===== config.mk =====
export PLATFORM = sky130hd
export DESIGN_NAME = two_list_cell_tracker_top
export DESIGN_NICKNAME = d
export VERILOG_FILES = /design/src/rtl/core/tct_pkg.sv /design/src/rtl/core/two_list_cell_tracker_top.sv /design/src/rtl/core/tct_ctrl.sv /design/src/rtl/core/tct_dp.sv
export SDC_FILE = /design/constraint.sdc
export NUM_CORES = 2
export LEC_CHECK = 0
export ABC_AREA = 1
export BUFFER_PORTS_ARGS = -buffer_cell sky130_fd_sc_hd__buf_2
export CAP_MARGIN = 25
export CORE_UTILIZATION = 45
export CTS_CLUSTER_SIZE = 24
export DETAILED_ROUTE_END_ITERATION = 12
export REMOVE_ABC_BUFFERS = 1
export SLEW_MARGIN = 5
export SYNTH_ARGS = -nofsm -noshare
export SYNTH_HDL_FRONTEND = slang
export SYNTH_SLANG_ARGS = --single-unit

===== constraint.sdc =====
create_clock -name aclk -period 5.6 [get_ports aclk]
set_clock_uncertainty 0.2 [all_clocks]
set_input_delay 0.84 -clock aclk [delete_from_list [all_inputs] [get_ports aclk]]
set_output_delay 0.84 -clock aclk [all_outputs]
set_load 0.1 [all_outputs]

===== src/rtl/core/tct_pkg.sv =====
// Shared types and constants for the two-list cell tracker.
`timescale 1ns / 1ps
package tct_pkg;

    localparam logic [6:0] NONE_LINK   = 7'd127;
    localparam logic [1:0] PIECE_EMPTY = 2'd2;

    localparam logic [1:0] REQ_TAKE    = 2'd0;
    localparam logic [1:0] REQ_RELEASE = 2'd1;
    localparam logic [1:0] REQ_WALK    = 2'd2;

    localparam logic [1:0] STAT_OK    = 2'd0;
    localparam logic [1:0] STAT_WRONG = 2'd1;
    localparam logic [1:0] STAT_EMPTY = 2'd2;

    typedef enum logic [2:0] {
        S_IDLE,
        S_CHK,
        S_UNLINK,
        S_APPEND,
        S_LINK,
        S_WEMIT
    } tct_state_t;

    typedef enum logic [2:0] {
        EM_RANGE,
        EM_WRONG,
        EM_EMPTY,
        EM_DONE,
        EM_MEMBER
    } tct_emit_t;

    typedef enum logic [1:0] {
        RD_POS,
        RD_HEAD,
        RD_NEXT
    } tct_rd_src_t;

    typedef struct packed {
        logic        load;
        logic        rd;
        tct_rd_src_t rd_src;
        logic        walk_start;
        logic        walk_adv;
        logic        unlink;
        logic        append;
        logic        link;
        logic        emit;
        tct_emit_t   emit_kind;
    } tct_cmd_t;

    typedef struct packed {
        logic [1:0] req;
        logic       pos_bad;
        logic       head_bad;
        logic       wrong;
        logic       last;
        logic       slot_free;
    } tct_stat_t;

endpackage


===== src/rtl/core/two_list_cell_tracker_top.sv =====
// Top level of the two-list cell tracker.
//
//  channel | ports               | carries
//  s_      | s_valid / s_ready   | one request item: take, release or walk
//  m_      | m_valid / m_ready   | one result item per take/release, one per walked cell
//
//  Take or release: from accept to result the steps are check and read, unlink, append and link.
//  Walk: the list head is read first, then one member per cycle from the link memory unless m_ready stalls.
//  Next request is accepted the cycle after the last result is loaded to the output register.
//  Reset (synchronous, aresetn low): lists in index order, all cells empty, no clearing pass.
//  A stalled m_ready holds the sequencer in any step that emits a result.
`timescale 1ns / 1ps
module two_list_cell_tracker_top #(
    parameter int CELLS = 64
) (
    input  logic       aclk,
    input  logic       aresetn,
    input  logic       s_valid,
    output logic       s_ready,
    input  logic [1:0] s_req_type,
    input  logic [5:0] s_cell_pos,
    input  logic       s_player_id,
    input  logic       s_piece_kind,
    input  logic       s_list_sel,
    output logic       m_valid,
    input  logic       m_ready,
    output logic [5:0] m_out_pos,
    output logic       m_out_player,
    output logic [1:0] m_out_piece,
    output logic [1:0] m_status,
    output logic       m_last_flag,
    output logic [6:0] m_empty_count,
    output logic [6:0] m_taken_count
);
    import tct_pkg::*;

    tct_cmd_t  cmd;
    tct_stat_t stat;

    tct_ctrl u_ctrl (
        .aclk    (aclk),
        .aresetn (aresetn),
        .s_valid (s_valid),
        .s_ready (s_ready),
        .stat    (stat),
        .cmd     (cmd)
    );

    tct_dp #(
        .CELLS (CELLS)
    ) u_dp (
        .aclk          (aclk),
        .aresetn       (aresetn),
        .cmd           (cmd),
        .stat          (stat),
        .s_req_type    (s_req_type),
        .s_cell_pos    (s_cell_pos),
        .s_player_id   (s_player_id),
        .s_piece_kind  (s_piece_kind),
        .s_list_sel    (s_list_sel),
        .m_valid       (m_valid),
        .m_ready       (m_ready),
        .m_out_pos     (m_out_pos),
        .m_out_player  (m_out_player),
        .m_out_piece   (m_out_piece),
        .m_status      (m_status),
        .m_last_flag   (m_last_flag),
        .m_empty_count (m_empty_count),
        .m_taken_count (m_taken_count)
    );

endmodule


===== src/rtl/core/tct_ctrl.sv =====
// Sequencer for take, release and walk requests.
`timescale 1ns / 1ps
module tct_ctrl (
    input  logic              aclk,
    input  logic              aresetn,
    input  logic              s_valid,
    output logic              s_ready,
    input  tct_pkg::tct_stat_t stat,
    output tct_pkg::tct_cmd_t  cmd
);
    import tct_pkg::*;

    tct_state_t state_reg, state_next;

    always_ff @(posedge aclk) begin
        if (!aresetn) begin
            state_reg <= S_IDLE;
        end else begin
            state_reg <= state_next;
        end
    end

    always_comb begin
        state_next = state_reg;
        cmd        = '0;
        s_ready    = 1'b0;
        case (state_reg)
            S_IDLE: begin
                s_ready = 1'b1;
                if (s_valid) begin
                    cmd.load   = 1'b1;
                    state_next = S_CHK;
                end
            end
            S_CHK: begin
                case (stat.req)
                    REQ_TAKE, REQ_RELEASE: begin
                        if (stat.pos_bad) begin
                            if (stat.slot_free) begin
                                cmd.emit      = 1'b1;
                                cmd.emit_kind = EM_RANGE;
                                state_next    = S_IDLE;
                            end
                        end else begin
                            cmd.rd     = 1'b1;
                            cmd.rd_src = RD_POS;
                            state_next = S_UNLINK;
                        end
                    end
                    REQ_WALK: begin
                        if (stat.head_bad) begin
                            if (stat.slot_free) begin
                                cmd.emit      = 1'b1;
                                cmd.emit_kind = EM_EMPTY;
                                state_next    = S_IDLE;
                            end
                        end else begin
                            cmd.rd         = 1'b1;
                            cmd.rd_src     = RD_HEAD;
                            cmd.walk_start = 1'b1;
                            state_next     = S_WEMIT;
                        end
                    end
                    default: begin
                        state_next = S_IDLE;
                    end
                endcase
            end
            S_UNLINK: begin
                if (stat.wrong) begin
                    if (stat.slot_free) begin
                        cmd.emit      = 1'b1;
                        cmd.emit_kind = EM_WRONG;
                        state_next    = S_IDLE;
                    end
                end else begin
                    cmd.unlink = 1'b1;
                    state_next = S_APPEND;
                end
            end
            S_APPEND: begin
                cmd.append = 1'b1;
                state_next = S_LINK;
            end
            S_LINK: begin
                if (stat.slot_free) begin
                    cmd.link      = 1'b1;
                    cmd.emit      = 1'b1;
                    cmd.emit_kind = EM_DONE;
                    state_next    = S_IDLE;
                end
            end
            S_WEMIT: begin
                if (stat.slot_free) begin
                    cmd.emit      = 1'b1;
                    cmd.emit_kind = EM_MEMBER;
                    if (stat.last) begin
                        state_next = S_IDLE;
                    end else begin
                        cmd.walk_adv = 1'b1;
                        cmd.rd       = 1'b1;
                        cmd.rd_src   = RD_NEXT;
                    end
                end
            end
            default: begin
                state_next = S_IDLE;
            end
        endcase
    end

endmodule


===== src/rtl/core/tct_dp.sv =====
// Link memories, list heads and tails, counts and result register.
`timescale 1ns / 1ps
module tct_dp #(
    parameter int CELLS = 64
) (
    input  logic              aclk,
    input  logic              aresetn,
    input  tct_pkg::tct_cmd_t  cmd,
    output tct_pkg::tct_stat_t stat,
    input  logic [1:0]        s_req_type,
    input  logic [5:0]        s_cell_pos,
    input  logic              s_player_id,
    input  logic              s_piece_kind,
    input  logic              s_list_sel,
    output logic              m_valid,
    input  logic              m_ready,
    output logic [5:0]        m_out_pos,
    output logic              m_out_player,
    output logic [1:0]        m_out_piece,
    output logic [1:0]        m_status,
    output logic              m_last_flag,
    output logic [6:0]        m_empty_count,
    output logic [6:0]        m_taken_count
);
    import tct_pkg::*;

    localparam int AW = (CELLS > 1) ? $clog2(CELLS) : 1;
    localparam logic [6:0] NCELL = 7'(CELLS);
    localparam logic [7:0] NCELL8 = 8'(CELLS);

    logic [6:0] next_mem [CELLS];
    logic [6:0] prev_mem [CELLS];
    logic [2:0] info_mem [CELLS];
    logic [CELLS-1:0] nv_reg, pv_reg, iv_reg, in_taken_reg;

    logic [1:0] req_reg;
    logic [5:0] pos_reg;
    logic       pl_reg, pk_reg, sel_reg;
    logic [6:0] eh_reg, et_reg, th_reg, tt_reg, ec_reg, tc_reg;
    logic [6:0] n_reg;
    logic [6:0] tgt_reg;
    logic       tgt_ok_reg;

    logic [6:0] ra_reg;
    logic [6:0] nx_q_reg, pv_q_reg;
    logic [2:0] info_q_reg;
    logic       nv_q_reg, pvv_q_reg, iv_q_reg;

    logic [6:0] nx, pv, def_nx, def_pv, rd_addr, sel_head;
    logic       rd_player;
    logic [1:0] rd_piece;
    logic       is_take;
    logic [6:0] dst_head, dst_tail;
    logic       nx_ok, pv_ok, dst_ok;

    logic       nw_we, pw_we, iw_we;
    logic [6:0] nw_a, pw_a, nw_d, pw_d;
    logic [2:0] iw_d;

    always_comb begin
        def_nx = ({1'b0, ra_reg} + 8'd1 < NCELL8) ? ra_reg + 7'd1 : NONE_LINK;
        def_pv = (ra_reg != 7'd0) ? ra_reg - 7'd1 : NONE_LINK;
        nx        = nv_q_reg  ? nx_q_reg : def_nx;
        pv        = pvv_q_reg ? pv_q_reg : def_pv;
        rd_player = iv_q_reg ? info_q_reg[2] : 1'b0;
        rd_piece  = iv_q_reg ? info_q_reg[1:0] : PIECE_EMPTY;
        nx_ok     = nx < NCELL;
        pv_ok     = pv < NCELL;
        is_take   = req_reg == REQ_TAKE;
        sel_head  = sel_reg ? th_reg : eh_reg;
        dst_head  = is_take ? th_reg : eh_reg;
        dst_tail  = is_take ? tt_reg : et_reg;
        dst_ok    = (dst_head < NCELL) && (dst_tail < NCELL);
    end

    always_comb begin
        case (cmd.rd_src)
            RD_POS:  rd_addr = {1'b0, pos_reg};
            RD_HEAD: rd_addr = sel_head;
            RD_NEXT: rd_addr = nx;
            default: rd_addr = {1'b0, pos_reg};
        endcase
    end

    assign stat.req       = req_reg;
    assign stat.pos_bad   = !({1'b0, pos_reg} < NCELL);
    assign stat.head_bad  = !(sel_head < NCELL);
    assign stat.wrong     = is_take == in_taken_reg[pos_reg[AW-1:0]];
    assign stat.last      = !nx_ok || (n_reg == NCELL - 7'd1);
    assign stat.slot_free = !m_valid || m_ready;

    always_comb begin
        nw_we = 1'b0;
        nw_a  = {1'b0, pos_reg};
        nw_d  = NONE_LINK;
        pw_we = 1'b0;
        pw_a  = {1'b0, pos_reg};
        pw_d  = NONE_LINK;
        iw_we = cmd.append;
        iw_d  = is_take ? {pl_reg, 1'b0, pk_reg} : {rd_player, PIECE_EMPTY};
        if (cmd.unlink) begin
            nw_we = pv_ok;
            nw_a  = pv;
            nw_d  = nx;
            pw_we = nx_ok;
            pw_a  = nx;
            pw_d  = pv;
        end else if (cmd.append) begin
            nw_we = 1'b1;
            pw_we = 1'b1;
            pw_d  = dst_ok ? dst_tail : NONE_LINK;
        end else if (cmd.link) begin
            nw_we = tgt_ok_reg;
            nw_a  = tgt_reg;
            nw_d  = {1'b0, pos_reg};
        end
    end

    always_ff @(posedge aclk) begin
        if (nw_we) begin
            next_mem[nw_a[AW-1:0]] <= nw_d;
        end
        if (pw_we) begin
            prev_mem[pw_a[AW-1:0]] <= pw_d;
        end
        if (iw_we) begin
            info_mem[pos_reg[AW-1:0]] <= iw_d;
        end
        if (cmd.rd) begin
            ra_reg     <= rd_addr;
            nx_q_reg   <= next_mem[rd_addr[AW-1:0]];
            pv_q_reg   <= prev_mem[rd_addr[AW-1:0]];
            info_q_reg <= info_mem[rd_addr[AW-1:0]];
            nv_q_reg   <= nv_reg[rd_addr[AW-1:0]];
            pvv_q_reg  <= pv_reg[rd_addr[AW-1:0]];
            iv_q_reg   <= iv_reg[rd_addr[AW-1:0]];
        end
        if (cmd.load) begin
            req_reg <= s_req_type;
            pos_reg <= s_cell_pos;
            pl_reg  <= s_player_id;
            pk_reg  <= s_piece_kind;
            sel_reg <= s_list_sel;
        end
        if (cmd.append) begin
            tgt_reg    <= dst_tail;
            tgt_ok_reg <= dst_ok;
        end
    end

    always_ff @(posedge aclk) begin
        if (!aresetn) begin
            nv_reg       <= '0;
            pv_reg       <= '0;
            iv_reg       <= '0;
            in_taken_reg <= '0;
            eh_reg       <= 7'd0;
            et_reg       <= NCELL - 7'd1;
            th_reg       <= NONE_LINK;
            tt_reg       <= NONE_LINK;
            ec_reg       <= NCELL;
            tc_reg       <= 7'd0;
            n_reg        <= 7'd0;
        end else begin
            if (nw_we) begin
                nv_reg[nw_a[AW-1:0]] <= 1'b1;
            end
            if (pw_we) begin
                pv_reg[pw_a[AW-1:0]] <= 1'b1;
            end
            if (iw_we) begin
                iv_reg[pos_reg[AW-1:0]]       <= 1'b1;
                in_taken_reg[pos_reg[AW-1:0]] <= is_take;
            end
            if (cmd.walk_start) begin
                n_reg <= 7'd0;
            end else if (cmd.walk_adv) begin
                n_reg <= n_reg + 7'd1;
            end
            if (cmd.unlink) begin
                if (is_take) begin
                    if (!pv_ok) eh_reg <= nx;
                    if (!nx_ok) et_reg <= pv;
                end else begin
                    if (!pv_ok) th_reg <= nx;
                    if (!nx_ok) tt_reg <= pv;
                end
            end
            if (cmd.append) begin
                if (is_take) begin
                    if (!dst_ok) th_reg <= {1'b0, pos_reg};
                    tt_reg <= {1'b0, pos_reg};
                    ec_reg <= ec_reg - 7'd1;
                    tc_reg <= tc_reg + 7'd1;
                end else begin
                    if (!dst_ok) eh_reg <= {1'b0, pos_reg};
                    et_reg <= {1'b0, pos_reg};
                    ec_reg <= ec_reg + 7'd1;
                    tc_reg <= tc_reg - 7'd1;
                end
            end
        end
    end

    always_ff @(posedge aclk) begin
        if (!aresetn) begin
            m_valid <= 1'b0;
        end else if (cmd.emit) begin
            m_valid <= 1'b1;
        end else if (m_ready) begin
            m_valid <= 1'b0;
        end
    end

    always_ff @(posedge aclk) begin
        if (cmd.emit) begin
            m_empty_count <= ec_reg;
            m_taken_count <= tc_reg;
            case (cmd.emit_kind)
                EM_RANGE: begin
                    m_out_pos    <= pos_reg;
                    m_out_player <= 1'b0;
                    m_out_piece  <= PIECE_EMPTY;
                    m_status     <= STAT_WRONG;
                    m_last_flag  <= 1'b1;
                end
                EM_WRONG: begin
                    m_out_pos    <= pos_reg;
                    m_out_player <= rd_player;
                    m_out_piece  <= rd_piece;
                    m_status     <= STAT_WRONG;
                    m_last_flag  <= 1'b1;
                end
                EM_EMPTY: begin
                    m_out_pos    <= 6'd0;
                    m_out_player <= 1'b0;
                    m_out_piece  <= PIECE_EMPTY;
                    m_status     <= STAT_EMPTY;
                    m_last_flag  <= 1'b1;
                end
                EM_DONE: begin
                    m_out_pos    <= pos_reg;
                    m_out_player <= is_take ? pl_reg : rd_player;
                    m_out_piece  <= is_take ? {1'b0, pk_reg} : PIECE_EMPTY;
                    m_status     <= STAT_OK;
                    m_last_flag  <= 1'b1;
                end
                EM_MEMBER: begin
                    m_out_pos    <= ra_reg[5:0];
                    m_out_player <= rd_player;
                    m_out_piece  <= sel_reg ? rd_piece : {1'b0, pk_reg};
                    m_status     <= STAT_OK;
                    m_last_flag  <= stat.last;
                end
                default: begin
                    m_out_pos    <= pos_reg;
                    m_out_player <= 1'b0;
                    m_out_piece  <= PIECE_EMPTY;
                    m_status     <= STAT_WRONG;
                    m_last_flag  <= 1'b1;
                end
            endcase
        end
    end

endmodule


==> results.rst <==
.. list-table::
   :header-rows: 1

   * - Metric
     - Value
   * - Vertical extent of the die
     - 376 um
   * - Final wirelength
     - 174000 um
   * - Final critical path time including I/O delays and setup
     - ~5200 ps
   * - Later-pin clock latency in the skew report
     - 810 ps
   * - Largest net degree at the start of global routing
     - roughly 130
   * - Wire length on met2
     - 80200 um
   * - CTS tree
     - built
   * - Period Utilization, post-route
     - 93.6%
   * - IO Pins
     - 43
   * - Highest achievable clock rate
     - 191 MHz
   * - Clk root buf
     - sky130_fd_sc_hd__clkbuf_16
   * - Non-filler cells in the finished layout
     - 8276
   * - Main synth FF type
     - sky130_fd_sc_hd__edfxtp_1
   * - Hold violation count in the final report
     - 0
   * - Crit-path max FO
     - slightly below 50
   * - Capturing element type of the critical path
     - register
   * - Routed length on met1
     - 76400 um
   * - Critical path, cell by cell
     - ha_1 -> nand3_1 -> nor2_1 -> nand3_1 -> o21ai_1 -> nand2_1 -> o21ai_0 -> o31ai_1 -> nor2_2 -> inv_1 -> ha_1 -> inv_2 -> o21ai_4 -> buf_12 -> nand3_1 -> nand3_1 -> nand3_1 -> nand3_1 -> nand2_1
   * - Commonest cells after routing, fill and taps aside
     - sky130_fd_sc_hd__nand2_1, sky130_fd_sc_hd__edfxtp_1, sky130_fd_sc_hd__inv_1
   * - Post-synth EDFFs
     - around 1200
   * - Total global-route track usage
     - 24.5%
   * - Outcome
     - completed
   * - Residual overflow from global routing
     - 0
   * - Critical path arrival
     - 5580 ps
   * - Buffers from clock root to sink, at most
     - 3
   * - Area of combinational cells with multiple inputs
     - roughly 0.018 sq mm
   * - Sink Count
     - 1468
   * - Most common cell after layout, fill and taps aside
     - sky130_fd_sc_hd__nand2_1
   * - Reg-to-Reg Start
     - u_dp.ra_reg[0]$_DFFE_PP_
   * - Relative slew slack
     - 35.1%
   * - Routed via count divided by cell count
     - approximately 5.4
   * - HPWL after detailed placement
     - 107000 um
   * - Number of cells in the design after placement
     - 7983
   * - Inserted Diodes
     - 0
   * - Number of antenna violations at the first check in global routing
     - 4
   * - Unrepaired setup endpoints after global routing
     - no
   * - Worst Setup Path Type
     - register to register
   * - Total Negative Setup Slacks
     - 0 ps
   * - Synth Area per Inst
     - 9.97 sq um
   * - Fraction of final layout cells sized beyond drive strength 1
     - under 10%
   * - Number of H-tree levels
     - 4
   * - Class of the tightest hold or removal check
     - input port to register
   * - Cells on worst reg2reg path
     - 19
   * - First-pass DRT Iterations
     - 6
   * - Clk pin slew, worst setup/hold paths
     - 60 ps
   * - Area delta synth->final
     - 12.4%
   * - Largest stage delay on the critical path
     - 760 ps
   * - Register cell area after layout
     - 0.0410 sq mm
   * - Cell depth of the worst setup path
     - 19
   * - Area after detailed placement
     - between 0.06 and 0.07 sq mm
   * - Synth async-reset ratio
     - 0%
   * - Max-capacitance violation count
     - 0
   * - Worst endpoint required time
     - 5940 ps
   * - Final hold slack
     - 68.5 ps
   * - Launching instance or port of the critical path
     - u_dp.ra_reg[0]$_DFFE_PP_
   * - Placement row count
     - 136
   * - Post-synthesis instance area
     - 0.0630 sq mm
   * - CP max stage cell
     - sky130_fd_sc_hd__o21ai_4
   * - Static leakage power
     - between 20 and 30 nW
   * - Total via count in the routed design
     - 44600
   * - Destination of the critical timing path
     - u_dp.pv_q_reg[3]$_DFFE_PP_
   * - Total setup violations reported at the end of the flow
     - 0
   * - Wire length on met3
     - 12800 um
   * - Sequential area share after synthesis
     - 65.0%
   * - Power per unit of standard cell area
     - about 350 mW/mm^2
   * - Wire length per cell after detailed routing
     - 21.1 um
   * - Final-stage net count
     - 6312
   * - Family with the most delay on the worst path
     - simple AND/OR/NAND/NOR gates
   * - Initial standard-cell utilization of the core
     - 45.6%
   * - First DRT Iteration DRCs
     - 4722
   * - Design Area, Final
     - 0.0708 sq mm
   * - Crit path launch type
     - register
   * - Count of warnings emitted by yosys
     - 0
   * - Antenna Violating Nets Remaining
     - 0
   * - Reg2reg setup slack
     - 360 ps
   * - Max-slew violations
     - 0
   * - Max layer used
     - met5
   * - Die Span X
     - ~380 um
   * - Port-buffer cells
     - 42
   * - Crit path buffers/inverters
     - 3
   * - Synth unique cells
     - 48
   * - Destination of the worst register-to-register timing path
     - u_dp.pv_q_reg[3]$_DFFE_PP_
   * - Cell occurring most often along the worst timing path
     - sky130_fd_sc_hd__nand3_1
   * - Peak supply drop
     - 0.341 mV
   * - Gpl congestion
     - 0.889
   * - Post-route DRC
     - 0
   * - Filler instances
     - 12500
   * - Gate count of the mapped netlist
     - 6323
   * - Total power draw
     - 24.9 mW
   * - Floorplan Core Area
     - 0.138 sq mm
   * - Die footprint
     - 0.142 sq mm
   * - First-pass GRT wire length
     - 263000 um
   * - Via count of the first global-routing pass
     - 42200
   * - Actual slew at the worst max-slew pin
     - 973 ps
   * - Number of CTS-inserted buffers
     - 155
   * - Register bit count reported by yosys
     - ~1500
-- layout make-up --
| type | instances | share of cell area (%) |
|---|---|---|
| Sequential cell | 1468 | 57.9 |
| Multi-Input combinational cell | 3705 | 25.0 |
| Clock buffer | 223 | 6.14 |
| Inverter | 799 | 4.28 |
| Tap cell | 1863 | 3.29 |
| Timing Repair Buffer | 151 | 2.37 |
| Clock inverter | 67 | 1.01 |
-- per-stage QoR --
stage               setup WS, ps  utilization, %
detailed placement           206            47.5
global route                9.31            51.2
CTS                          200            51.2
global placement             405            47.5
finish                       361            51.2
floorplan                 -33940               -
-- what timing repair did --
item	CTS	global route
endpoints found under the setup margin	0	12
endpoints found under the hold margin	1	0
buffers inserted	0	0
gates resized for setup	0	5
hold buffers	1	0
-- synthesized netlist by cell type, types with 2 or more instances --
cell type                  number  area share, %
sky130_fd_sc_hd__nand2_1     1716             10
sky130_fd_sc_hd__edfxtp_1    1159             55
sky130_fd_sc_hd__inv_1        786            4.7
sky130_fd_sc_hd__nand3_1      732            5.8
sky130_fd_sc_hd__o211ai_1     365            4.3
sky130_fd_sc_hd__dfxtp_1      309            9.8
sky130_fd_sc_hd__nor2_1       286            1.7
sky130_fd_sc_hd__a21oi_1      228            1.8
sky130_fd_sc_hd__clkbuf_1     210            1.3
sky130_fd_sc_hd__o21ai_0      153            1.2
sky130_fd_sc_hd__buf_2        100           0.79
sky130_fd_sc_hd__or2_2         56           0.56
sky130_fd_sc_hd__buf_1         34           0.20
sky130_fd_sc_hd__nor2_4        21           0.38
sky130_fd_sc_hd__o21ai_1       20           0.16
sky130_fd_sc_hd__nor3_1        18           0.14
sky130_fd_sc_hd__nand2_2       17           0.17
sky130_fd_sc_hd__ha_1          15           0.30
sky130_fd_sc_hd__o22ai_1       11           0.11
sky130_fd_sc_hd__nand4_1        9          0.089
sky130_fd_sc_hd__xor2_1         9           0.13
sky130_fd_sc_hd__inv_2          8          0.048
sky130_fd_sc_hd__o21a_1         7          0.083
sky130_fd_sc_hd__nor2_2         5          0.050
sky130_fd_sc_hd__buf_4          4          0.048
sky130_fd_sc_hd__clkinv_1       4          0.024
sky130_fd_sc_hd__o221ai_1       4          0.056
sky130_fd_sc_hd__xnor2_1        4          0.056
sky130_fd_sc_hd__buf_6          3          0.054
sky130_fd_sc_hd__nand3b_1       3          0.036
sky130_fd_sc_hd__a211oi_1       2          0.024
sky130_fd_sc_hd__and2_1         2          0.020
sky130_fd_sc_hd__fa_1           2          0.064
sky130_fd_sc_hd__nand3_2        2          0.032
sky130_fd_sc_hd__nor3_2         2          0.032
sky130_fd_sc_hd__o21ai_2        2          0.028
sky130_fd_sc_hd__o21ai_4        2          0.052
sky130_fd_sc_hd__o311ai_0       2          0.028
sky130_fd_sc_hd__o41ai_1        2          0.028
-- how the worst min path moves through the flow --
stage                           startpoint                              end  slack, ps  depth (start not counted)
2_1_floorplan  u_dp.ec_reg[0]$_SDFFE_PN0P_  u_dp.m_empty_count[0]$_DFFE_PP_        210                          0
3_3_place_gp   u_dp.ec_reg[0]$_SDFFE_PN0P_  u_dp.m_empty_count[0]$_DFFE_PP_        210                          0
3_5_place_dp   u_dp.ec_reg[0]$_SDFFE_PN0P_  u_dp.m_empty_count[0]$_DFFE_PP_        220                          0
4_1_cts                      s_cell_pos[0]        u_dp.pos_reg[0]$_DFFE_PP_         20                          1
5_1_grt                      s_cell_pos[0]        u_dp.pos_reg[0]$_DFFE_PP_         50                          1
6_report                     s_cell_pos[3]        u_dp.pos_reg[3]$_DFFE_PP_         70                          1
-- power by group --
group	switching [mW]	total [mW]	internal (mW)
logic	2.04	2.75	0.711
clock network	4.32	10.3	5.94
registers	0.0551	11.8	11.8
-- worst register-to-register path, stage by stage, from the launching register on --
cell,delay (ps)
sky130_fd_sc_hd__edfxtp_1,420
sky130_fd_sc_hd__ha_1,220
sky130_fd_sc_hd__nand3_1,140
sky130_fd_sc_hd__nor2_1,210
sky130_fd_sc_hd__nand3_1,110
sky130_fd_sc_hd__o21ai_1,140
sky130_fd_sc_hd__nand2_1,120
sky130_fd_sc_hd__o21ai_0,150
sky130_fd_sc_hd__o31ai_1,180
sky130_fd_sc_hd__nor2_2,270
sky130_fd_sc_hd__inv_1,190
sky130_fd_sc_hd__ha_1,460
sky130_fd_sc_hd__inv_2,180
sky130_fd_sc_hd__o21ai_4,760
sky130_fd_sc_hd__buf_12,360
sky130_fd_sc_hd__nand3_1,260
sky130_fd_sc_hd__nand3_1,130
sky130_fd_sc_hd__nand3_1,210
sky130_fd_sc_hd__nand3_1,220
sky130_fd_sc_hd__nand2_1,60
-- kinds of logic after synthesis --
| kind of cell | share of synthesized area (%) |
|---|---|
| flip-flops | 65.0 |
| AO/OA/AOI/OAI | 8.00 |
| adder cells (fa/ha/maj) | 0.361 |
| AND/OR/NAND/NOR | 19.3 |
| XOR/XNOR | 0.181 |
| buffers and inverters | 7.11 |
-- layer usage --
layer	up-vias	track usage (%)
met5	-	0
met2	1614	38.2
met3	290	3.88
li1	21200	-
met4	2	7.97
met1	21500	34.8
Note: power is estimated with default switching activity, not from simulation.
